$ cat config.mk
export PLATFORM = sky130hd
export DESIGN_NAME = vn2d_weight
export DESIGN_NICKNAME = d
export VERILOG_FILES = /design/src/sv/vn2d_pkg.sv /design/src/sv/vn2d_weight.sv
export SDC_FILE = /design/constraint.sdc
export NUM_CORES = 2
export LEC_CHECK = 0
export ABC_AREA = 1
export BUFFER_PORTS_ARGS = -buffer_cell sky130_fd_sc_hd__buf_2
export CAP_MARGIN = 20
export CORE_UTILIZATION = 50
export CTS_CLUSTER_SIZE = 8
export DETAILED_ROUTE_END_ITERATION = 10
export HOLD_SLACK_MARGIN = 0.06
export MAX_ROUTING_LAYER = met4
export PLACE_DENSITY = 0.65
export SLEW_MARGIN = 30
export SYNTH_ARGS = -nofsm -noshare
export SYNTH_HDL_FRONTEND = slang
export SYNTH_SLANG_ARGS = --single-unit
export TNS_END_PERCENT = 1
$ cat constraint.sdc
create_clock -name clk_i -period 15.9 [get_ports clk_i]
set_clock_uncertainty 0.1 [all_clocks]
set_input_delay 0.795 -clock clk_i [delete_from_list [all_inputs] [get_ports clk_i]]
set_output_delay 0.795 -clock clk_i [all_outputs]
set_load 0.03 [all_outputs]
$ cat src/sv/vn2d_pkg.sv
// Shared constants for the 2-D value noise pipeline.
// No dependencies; used by vn2d_hash, vn2d_weight and value_noise_2d.
package vn2d_pkg;

  // Coordinate format: signed 32-bit, FRAC_BITS fraction bits (8..24).
  localparam int unsigned FRAC_BITS  = 16;
  localparam int unsigned COORD_W    = 32;
  localparam int unsigned Q30_W      = 30;
  localparam int unsigned FRAC_PAD_W = Q30_W - FRAC_BITS;
  localparam int unsigned NOISE_W    = 31;

  // Pipeline depth, input register through output register.
  localparam int unsigned NUM_STAGES = 8;

  // Hash constants, all arithmetic modulo 2^32.
  localparam logic [31:0] HASH_MUL_Y  = 32'd57;
  localparam logic [31:0] HASH_MUL_S  = 32'd131;
  localparam int unsigned HASH_SHIFT  = 13;
  localparam logic [31:0] HASH_MUL_SQ = 32'd15731;
  localparam logic [31:0] HASH_ADD_SQ = 32'd789221;
  localparam logic [31:0] HASH_ADD_N  = 32'd1376312589;

  // Corner offsets on the hash seed value: x+1 adds 1, y+1 adds 57.
  localparam logic [31:0] OFS_X1   = 32'd1;
  localparam logic [31:0] OFS_Y1   = HASH_MUL_Y;
  localparam logic [31:0] OFS_X1Y1 = HASH_MUL_Y + 32'd1;

  // 3.0 in Q2.30, for the smoothstep linear term.
  localparam logic [31:0] THREE_Q30 = 32'hC000_0000;

endpackage

$ cat src/sv/vn2d_weight.sv
// Two-stage smoothstep weight w = t*t*(3-2t), all in Q0.30 / Q2.30.
// Depends on vn2d_pkg.
module vn2d_weight (
  input  logic        clk_i,
  input  logic [1:0]  en_i,
  input  logic [29:0] t_i,
  output logic [29:0] w_o
);

  logic [59:0] sq_full;
  logic [29:0] sq_q, sq_d;
  logic [29:0] t_q;
  logic [31:0] lin;
  logic [61:0] w_full;
  logic [29:0] w_q, w_d;

  assign sq_full = {30'd0, t_i} * {30'd0, t_i};
  assign sq_d    = sq_full[59:30];

  assign lin    = vn2d_pkg::THREE_Q30 - {1'b0, t_q, 1'b0};
  assign w_full = {32'd0, sq_q} * {30'd0, lin};
  // t < 1 keeps the weight below 1.0
  assign w_d    = w_full[59:30];

  always_ff @(posedge clk_i) begin
    if (en_i[0]) begin
      sq_q <= sq_d;
      t_q  <= t_i;
    end
    if (en_i[1]) begin
      w_q <= w_d;
    end
  end

  assign w_o = w_q;

endmodule

==> flow_metrics.env <==
export IMPL_mostFrequentLayoutCell="inv_1"
export IMPL_setup_viol_count_final=0
export IMPL_slowest_stage="nand2_1"
export IMPL_ys_flop_type="edfxtp_1"
export IMPL_min_from="t_i[26]"
export IMPL_dp_hpwl_mm=150
export IMPL_pre_cts_slack_ns=6.37
export IMPL_crit_arrival_ns=9.65
export IMPL_postLayoutSetupSlackWorst_ns=6.31
export IMPL_routed_via_density=5.29
export IMPL_finalSetupTns_ns=0
export IMPL_cts_max_path_buffers=2
export IMPL_wl_per_cell_um=20.7
export IMPL_crit_type="reg -> reg"
export IMPL_netlist_area_mm2=0.0595
export IMPL_fmax_mhz=104
export IMPL_fp_dieH_um=347
export IMPL_drtIter0Drc=3047
export IMPL_finalCritPeriodShare_pct=60.3
export IMPL_initial_utilization_pct=50.4
export IMPL_placedCellCount=8621
export IMPL_stdcell_count=8641
export IMPL_routed_wl_mm=179
export IMPL_crit_top_cell="fa_1"
export IMPL_grt_max_degree=61
export IMPL_drc=0
export IMPL_dr_pass1_iters=5
export IMPL_tritoncts="built"
export IMPL_placementRows=126
export IMPL_startpoint_type="flip-flop"
export IMPL_setup_worst_path_start="t_q[0]"
export IMPL_grt_usage_pct=31.8
export IMPL_ioPinCount=63
export IMPL_maxSlewViolCount=0
export IMPL_cts_repair_resized=0
export IMPL_synthCells=7194
export IMPL_grt_pass1_vias=50100
export IMPL_cts_buffers=9
export IMPL_worst_slew_pin_slew_ns=1.12
export IMPL_insertion_delay_ns=0.40
export IMPL_final_antenna_net_count=0
export IMPL_synth_nets=9216
export IMPL_drive_above_1_share_pct=2.86
export IMPL_syn_avg_cell_area_um2=8.27
export IMPL_ys_ff_latch=90
export IMPL_die_area_mm2=0.120
export IMPL_hp_class="in -> reg"
export IMPL_synthDistinctLibCells=48
export IMPL_period_needed_ns=9.59
export IMPL_max_stage_delay_ns=0.65
export IMPL_endpoint="w_o[26]"
export IMPL_finish_net_count=9118
export IMPL_crit_fanout=30
export IMPL_hold_viol_final=0
export IMPL_fin_hold_ws_ns=0.912
export IMPL_r2r_cells=30
export IMPL_vias=45700
export IMPL_yosysSeqAreaShare_pct=4.54
export IMPL_port_buffers=62
export IMPL_rsz0062_at_grt="false"
export IMPL_reg2reg_from="t_q[0]"
export IMPL_clkTransAtPathRegs_ns=0.07
export IMPL_async_reset_ff_share_pct=0
export IMPL_drv_cap=0
export IMPL_clkSinkCount=90
export IMPL_syn_to_final_growth_pct=3.53
export IMPL_slew_headroom_pct=25.3
export IMPL_reg2reg_to="w_o[26]"
export IMPL_core_mm2=0.118
export IMPL_status="finished, final reports clean"
export IMPL_synth_edf_count=90
export IMPL_required_ns=15.96
export IMPL_cts_root_buf="clkbuf_16"
export IMPL_htree_levels=3
export IMPL_antenna_found_initial=4
export IMPL_r2r_setup_slack_ns=6.31
export IMPL_layout_common_cells="inv_1 (2150), fa_1 (1501), nand2_1 (1262)"
export IMPL_grt_pass1_wl_mm=282
export IMPL_hold_buffers=0
export IMPL_yosys_warnings=0
export IMPL_die_width_um=347
export IMPL_post_cts_setup_buffers=0
export IMPL_overflow=0
export IMPL_gp_congestion=0.995
export IMPL_cp_end_kind="flip-flop"
[Yosys cell counts, types with 3 or more instances]
library cell,n,area [µm²]
nor2_1,808,3030
nand3b_1,3,22.5
o21ai_0,112,561
a21oi_1,138,691
o211ai_1,8,60.1
nor2_4,3,33.8
nor3_1,24,120
nand2_2,16,100
edfxtp_1,90,2700
fa_1,1501,30000
a21o_1,29,218
buf_2,22,110
nor4_1,8,50.1
clkbuf_1,193,724
or2_2,17,106
clkinv_1,17,63.8
xor2_1,47,412
nand2_1,1262,4740
nor2_2,4,25.0
a31oi_1,23,144
and3_1,5,31.3
nand4_1,20,125
ha_1,488,6110
or2_1,3,18.8
inv_1,2152,8080
buf_1,19,71.3
o21bai_1,17,128
xnor2_1,15,131
a21boi_0,7,52.6
o21a_1,6,45.0
nand3_1,104,521
inv_2,8,30.0
buf_6,3,33.8
[routing by layer]
layer  GRT usage (%)  wire length (µm)  share of wire [%]  vias up
met1            38.6             69600                 39    23400
li1                -                 -                  -    20200
met5               -                 0                  0        -
met2            54.0             89000                 50     1710
met4            12.9              8770                4.9        0
met3            3.49             11400                6.4      411
[registers in the layout, indices dropped and copies added, names as in the netlist]
| name | count |
|---|---|
| sq_q | 30 |
| t_q | 30 |
| w_o | 30 |
[worst min-delay path by stage]
stage / to / slack, ns / cells after the start
3_3_place_gp: w_o[28] / 1.18 / 1
2_1_floorplan: w_o[29] / 0.68 / 4
4_1_cts: t_q[26] / 0.89 / 2
3_5_place_dp: w_o[5] / 1.18 / 1
6_report: t_q[26] / 0.91 / 2
5_1_grt: t_q[26] / 0.90 / 2
[logic make-up (layout without fill, tap and decap cells)]
kind of cell,Yosys count,in the layout,synth area share [%]
flops,90,90,4.54
simple gates,2285,2285,15.1
xor+xnor,62,62,0.912
other cells,0,4,0
buf+inv,2417,2324,15.3
fa+ha+maj,1989,1989,60.7
compound gates,351,351,3.33
[metrics by stage]
step	area, µm²	util, %
floorplan	59500	-
global placement	61300	51.9
detailed placement	61300	51.9
CTS	61600	52.2
global route	61600	52.2
finish	61600	52.2
[critical path, delay by kind of cell (launching register included)]
kind                       cells  cell delay [ns]
DFF                            1             0.36
buffers and inverters          8             0.82
adders and majority gates     10             4.71
AOI/OAI and AO/OA              2             0.49
and+or+nand+nor               10             2.85
[cell type report]
cell class	count	area, µm²
fill	11400	56500
multi-input combinational	4687	47700
inverter	2178	8180
sequential	90	2700
tap	1536	1920
timing repair buffer	130	825
clock buffer	10	229
clock inverter	6	72.6
antenna	4	10.0
Power is left out: the tool's default activity adds up to more than one toggle a clock period on the data nets, which glitch-free logic cannot reach.
