<file path="src/sv/vn2d_pkg.sv">
// Shared constants for the 2-D value noise pipeline.
// No dependencies; used by vn2d_hash, vn2d_weight and value_noise_2d.
package vn2d_pkg;

  // Coordinate format: signed 32-bit, FRAC_BITS fraction bits (8..24).
  localparam int unsigned FRAC_BITS  = 16;
  localparam int unsigned COORD_W    = 32;
  localparam int unsigned Q30_W      = 30;
  localparam int unsigned FRAC_PAD_W = Q30_W - FRAC_BITS;
  localparam int unsigned NOISE_W    = 31;

  // Pipeline depth, input register through output register.
  localparam int unsigned NUM_STAGES = 8;

  // Hash constants, all arithmetic modulo 2^32.
  localparam logic [31:0] HASH_MUL_Y  = 32'd57;
  localparam logic [31:0] HASH_MUL_S  = 32'd131;
  localparam int unsigned HASH_SHIFT  = 13;
  localparam logic [31:0] HASH_MUL_SQ = 32'd15731;
  localparam logic [31:0] HASH_ADD_SQ = 32'd789221;
  localparam logic [31:0] HASH_ADD_N  = 32'd1376312589;

  // Corner offsets on the hash seed value: x+1 adds 1, y+1 adds 57.
  localparam logic [31:0] OFS_X1   = 32'd1;
  localparam logic [31:0] OFS_Y1   = HASH_MUL_Y;
  localparam logic [31:0] OFS_X1Y1 = HASH_MUL_Y + 32'd1;

  // 3.0 in Q2.30, for the smoothstep linear term.
  localparam logic [31:0] THREE_Q30 = 32'hC000_0000;

endpackage

</file>
<file path="src/sv/vn2d_hash.sv">
// Three-stage corner hash: n ^= n<<13, then the polynomial hash mapped to Q2.30.
// Depends on vn2d_pkg.
module vn2d_hash (
  input  logic               clk_i,
  input  logic [2:0]         en_i,
  input  logic [31:0]        n_i,
  output logic signed [30:0] g_o
);

  logic [31:0] nx;
  logic [31:0] nx_a_q, nx_a_d;
  logic [31:0] nsq_q, nsq_d;
  logic [31:0] nx_b_q;
  logic [31:0] inner_q, inner_d;
  logic [31:0] prod;
  logic [31:0] h;
  logic signed [30:0] g_q, g_d;

  assign nx     = n_i ^ (n_i << vn2d_pkg::HASH_SHIFT);
  assign nx_a_d = nx;
  assign nsq_d  = nx * nx;

  assign inner_d = nsq_q * vn2d_pkg::HASH_MUL_SQ + vn2d_pkg::HASH_ADD_SQ;

  assign prod = nx_b_q * inner_q;
  assign h    = prod + vn2d_pkg::HASH_ADD_N;
  // h[30:0] - 2^30 is just bit 30 inverted
  assign g_d  = $signed({~h[30], h[29:0]});

  always_ff @(posedge clk_i) begin
    if (en_i[0]) begin
      nx_a_q <= nx_a_d;
      nsq_q  <= nsq_d;
    end
    if (en_i[1]) begin
      nx_b_q  <= nx_a_q;
      inner_q <= inner_d;
    end
    if (en_i[2]) begin
      g_q <= g_d;
    end
  end

  assign g_o = g_q;

endmodule

</file>
<file path="config.mk">
export PLATFORM = sky130hd
export DESIGN_NAME = vn2d_hash
export DESIGN_NICKNAME = d
export VERILOG_FILES = /design/src/sv/vn2d_pkg.sv /design/src/sv/vn2d_hash.sv
export SDC_FILE = /design/constraint.sdc
export NUM_CORES = 2
export LEC_CHECK = 0
export BUFFER_PORTS_ARGS = -buffer_cell sky130_fd_sc_hd__buf_2
export CAP_MARGIN = 20
export CORE_MARGIN = 1.5
export CORE_UTILIZATION = 40
export CTS_CLUSTER_SIZE = 20
export DETAILED_ROUTE_END_ITERATION = 7
export HOLD_SLACK_MARGIN = 0.02
export PLACE_DENSITY = 0.57
export SYNTH_ARGS = -nofsm -noshare
export SYNTH_HDL_FRONTEND = slang
export SYNTH_SLANG_ARGS = --single-unit
export TNS_END_PERCENT = 20
</file>
<file path="constraint.sdc">
create_clock -name clk_i -period 8.95 [get_ports clk_i]
set_input_delay 1.79 -clock clk_i [delete_from_list [all_inputs] [get_ports clk_i]]
set_output_delay 1.79 -clock clk_i [all_outputs]
set_load 0.01 [all_outputs]
</file>
==> qor.yml <==
cts:
  clockRootBuffer: "clkbuf_16"
  postCtsSetupRepairBufs: 0
  cts_tree: "done"
  cts_hold_buf: 0
  clk_latency_ns: 0.51
  ctsResizeCount: 0
  cts.sinks: 152
  htreeDepth: 4
  cts_buffers: 17
  clk_pin_slew_ns: 0.07
  clock_path_buffers: 2
logic_synthesis:
  yosys.area.top_type: "fa_1"
  ys_ff_latch: 152
  synth_warnings: 0
  synthCells: 3795
  avgSynthCellArea_um2: 10.15
  ys_top_cells_by_area: "fa_1, ha_1, edfxtp_1"
  synth_edf_count: 152
  syn_area_um2: 38510
  synth_top_area_share_pct: 44.92
  async_flop_share_pct: 0
  yosysSeqAreaShare_pct: 11.85
  synth_ff_type: "edfxtp_1"
  synth_cell_type_count: 58
cells_and_area:
  multiInputGateArea_um2: 29650
  drive_gt1_share_pct: 5.229
  utilization_pct: 43.49
  n_fill_cell: 9253
  fin_nets: 5175
  sequential_cell_area_um2: 4564
  areaGrowthSynthToFinish_pct: 7.457
  diodes: 0
worst_hold_path:
  holdCritPathClass: "flip-flop to flip-flop"
  holdPathStages: 0
  whs_endpoint: "nx_b_q[6]"
  worstHoldStart: "nx_a_q[6]"
timing:
  fmax_ghz: 0.1188
  setup-tns-final_ns: 0
  finalClockSkew_ns: 0.02713
  relSlewSlack_pct: 27.46
  finalSetupViolCount: 0
  finalCriticalPeriod_ns: 8.417
  rsz0062_at_grt: "false"
  worst_slew_pin_slew_ns: 1.088
  hold_viol: 0
  period_share_pct: 94.04
  drv_slew: 0
routing:
  dr.pass1.iters: 5
  wire_per_inst_um: 17.05
  vias: 24360
  viasPerCell: 4.732
  drcViolationCount: 0
  drtIter0Drc: 1057
  wirelength_um: 87740
  antenna_left: 0
worst_setup_path:
  worst-path-buf-inv: 7
  critical_path.most_common_cell: "fa_1"
  crit_path_end_kind: "flip-flop"
  r2r_cells: 22
  critPathTopFamily: "adder cells"
  crit_path_max_fanout: 8
  r2r-start: "inner_q[5]"
  start_kind: "input pin"
  max_stage_delay_ns: 0.58
  cp_slowest_cell: "fa_1"
  critical_path_depth: 25
  path_class: "input pin to flip-flop"
  crit_arrival_ns: 8.65
  cp.required_ns: 9.18
  rrSetupSlack_ns: 0.86
  r2r_end: "g_o[29]"
place:
  io_buffer_count: 65
  dp_hpwl_um: 76130
  gp_congestion: 0.8589
floorplan:
  dieArea_um2: 98140
  die_w_um: 313.3
  placementRows: 113
  io-pin-count: 67
  die_h_um: 313.3
  coreArea_um2: 95150
  start_util_pct: 40.47
global_route:
  overflow: 0
  grt_pass1_wl_um: 146200
  grt.total_usage_pct: 19.22
  grt_max_degree: 62
  antenna_found_initial: 1
  grt_pass1_vias: 27720
run:
  cap_viol_max_count: 0
outcome:
  status: "finished clean"
placed cells by master (no fill, tap or decap), types with 11 or more instances in the layout:
cell       count
inv_1       1040
o21bai_1      12
and2_1       351
edfxtp_1     152
a21o_1        27
buf_2         65
o21a_1        13
nand3_1       14
a21oi_1       56
clkbuf_16     17
nor2b_1       47
o21ai_1       15
fa_1         864
nor3_1        15
ha_1         406
nor2_1        71
buf_4         88
xor2_1        45
xnor2_1      145
o21ai_0       11
nand2_1      304
Yosys cell counts, types with 3 or more instances:
cell type     n
a211oi_1     10
a21o_1       27
a21oi_1      56
a31oi_1       8
and2_1      351
and3_1        7
clkbuf_1    102
edfxtp_1    152
fa_1        864
ha_1        406
inv_1      1040
nand2_1     304
nand2b_1     10
nand3_1      14
nor2_1       71
nor2b_1      47
nor3_1       15
nor4_1        3
o211ai_1      4
o21a_1       13
o21ai_0      11
o21ai_1      15
o21bai_1     12
o311a_1       3
o31a_1        3
o31ai_1       8
or2_2         6
or3_1         3
or4_1         3
xnor2_1     145
xor2_1       45
kinds of logic (layout without fill, tap and decap cells):
group | Yosys count | in the layout | share of synthesized area [%]
adders and majority gates | 1270 | 1270 | 58.11
buffers and inverters | 1147 | 1232 | 11.18
and+or+nand+nor | 845 | 845 | 11.25
xor gates and xnor gates | 190 | 190 | 4.321
AOI/OAI and AO/OA | 187 | 187 | 3.213
DFF | 152 | 152 | 11.85
other | 2 | 4 | 0.01950
muxes | 2 | 2 | 0.05199
worst reg2reg max path, stage by stage (launching register included):
cell	delay (ns)
edfxtp_1	1.04
nand2_1	0.21
fa_1	0.55
fa_1	0.52
inv_1	0.05
fa_1	0.50
inv_1	0.06
fa_1	0.46
fa_1	0.51
fa_1	0.55
inv_1	0.05
fa_1	0.49
fa_1	0.42
ha_1	0.41
nand3_1	0.14
nor3_1	0.29
o21ai_1	0.27
o211ai_1	0.37
a31oi_1	0.27
a21oi_1	0.30
a21oi_1	0.14
o21bai_1	0.18
xor2_1	0.09
layout make-up:
type | instances | area share [%]
Sequential cell | 152 | 11.03
Multi-Input combinational cell | 2498 | 71.64
Timing Repair Buffer | 156 | 2.528
Inverter | 1044 | 9.470
Clock inverter | 15 | 0.4747
Tap cell | 1265 | 3.825
Clock buffer | 17 | 1.028
metrics by stage:
step / instance area [um^2] / worst slack (ns) / instances / hold WS [ns]
final: 41380 / 0.5330 / 5147 / 0.4135
after global routing: 41380 / 0.2992 / 5147 / 0.4190
after detailed placement: 40760 / -0.002789 / 5115 / 0.4045
after CTS: 41380 / 0.5315 / 5147 / 0.4134
after global placement: 40760 / -0.003696 / 5115 / 0.4027
after floorplan: 38520 / 0.5261 / 3797 / 0.4003
metal layers:
metal  track usage, %  vias to the layer above  share of wire (%)  wire (um)
met2            33.68                      384                 50      43630
li1                 -                    11310                  -          -
met1            25.02                    12570                 44      38800
met4            4.491                        0                2.1       1816
met5                0                        -                  0          0
met3            2.865                       90                4.0       3498
registers in the layout, indices dropped and copies added (netlist names):
| register | flops |
|---|---|
| g_o | 31 |
| nx_a_q | 31 |
| nx_b_q | 31 |
| inner_q | 30 |
| nsq_q | 29 |
worst max-delay path by stage:
stage                       start   endpoint  slack, ns
after floorplan           n_i[18]  nsq_q[30]       0.53
after global placement    n_i[13]  nsq_q[30]     -0.004
after detailed placement  n_i[13]  nsq_q[30]     -0.003
after CTS                 n_i[13]  nsq_q[30]       0.53
after global routing      n_i[13]  nsq_q[30]       0.30
final                     n_i[13]  nsq_q[30]       0.53
Power is left out: the tool's default activity adds up to more than one toggle a clock period on the data nets, which glitch-free logic cannot reach.
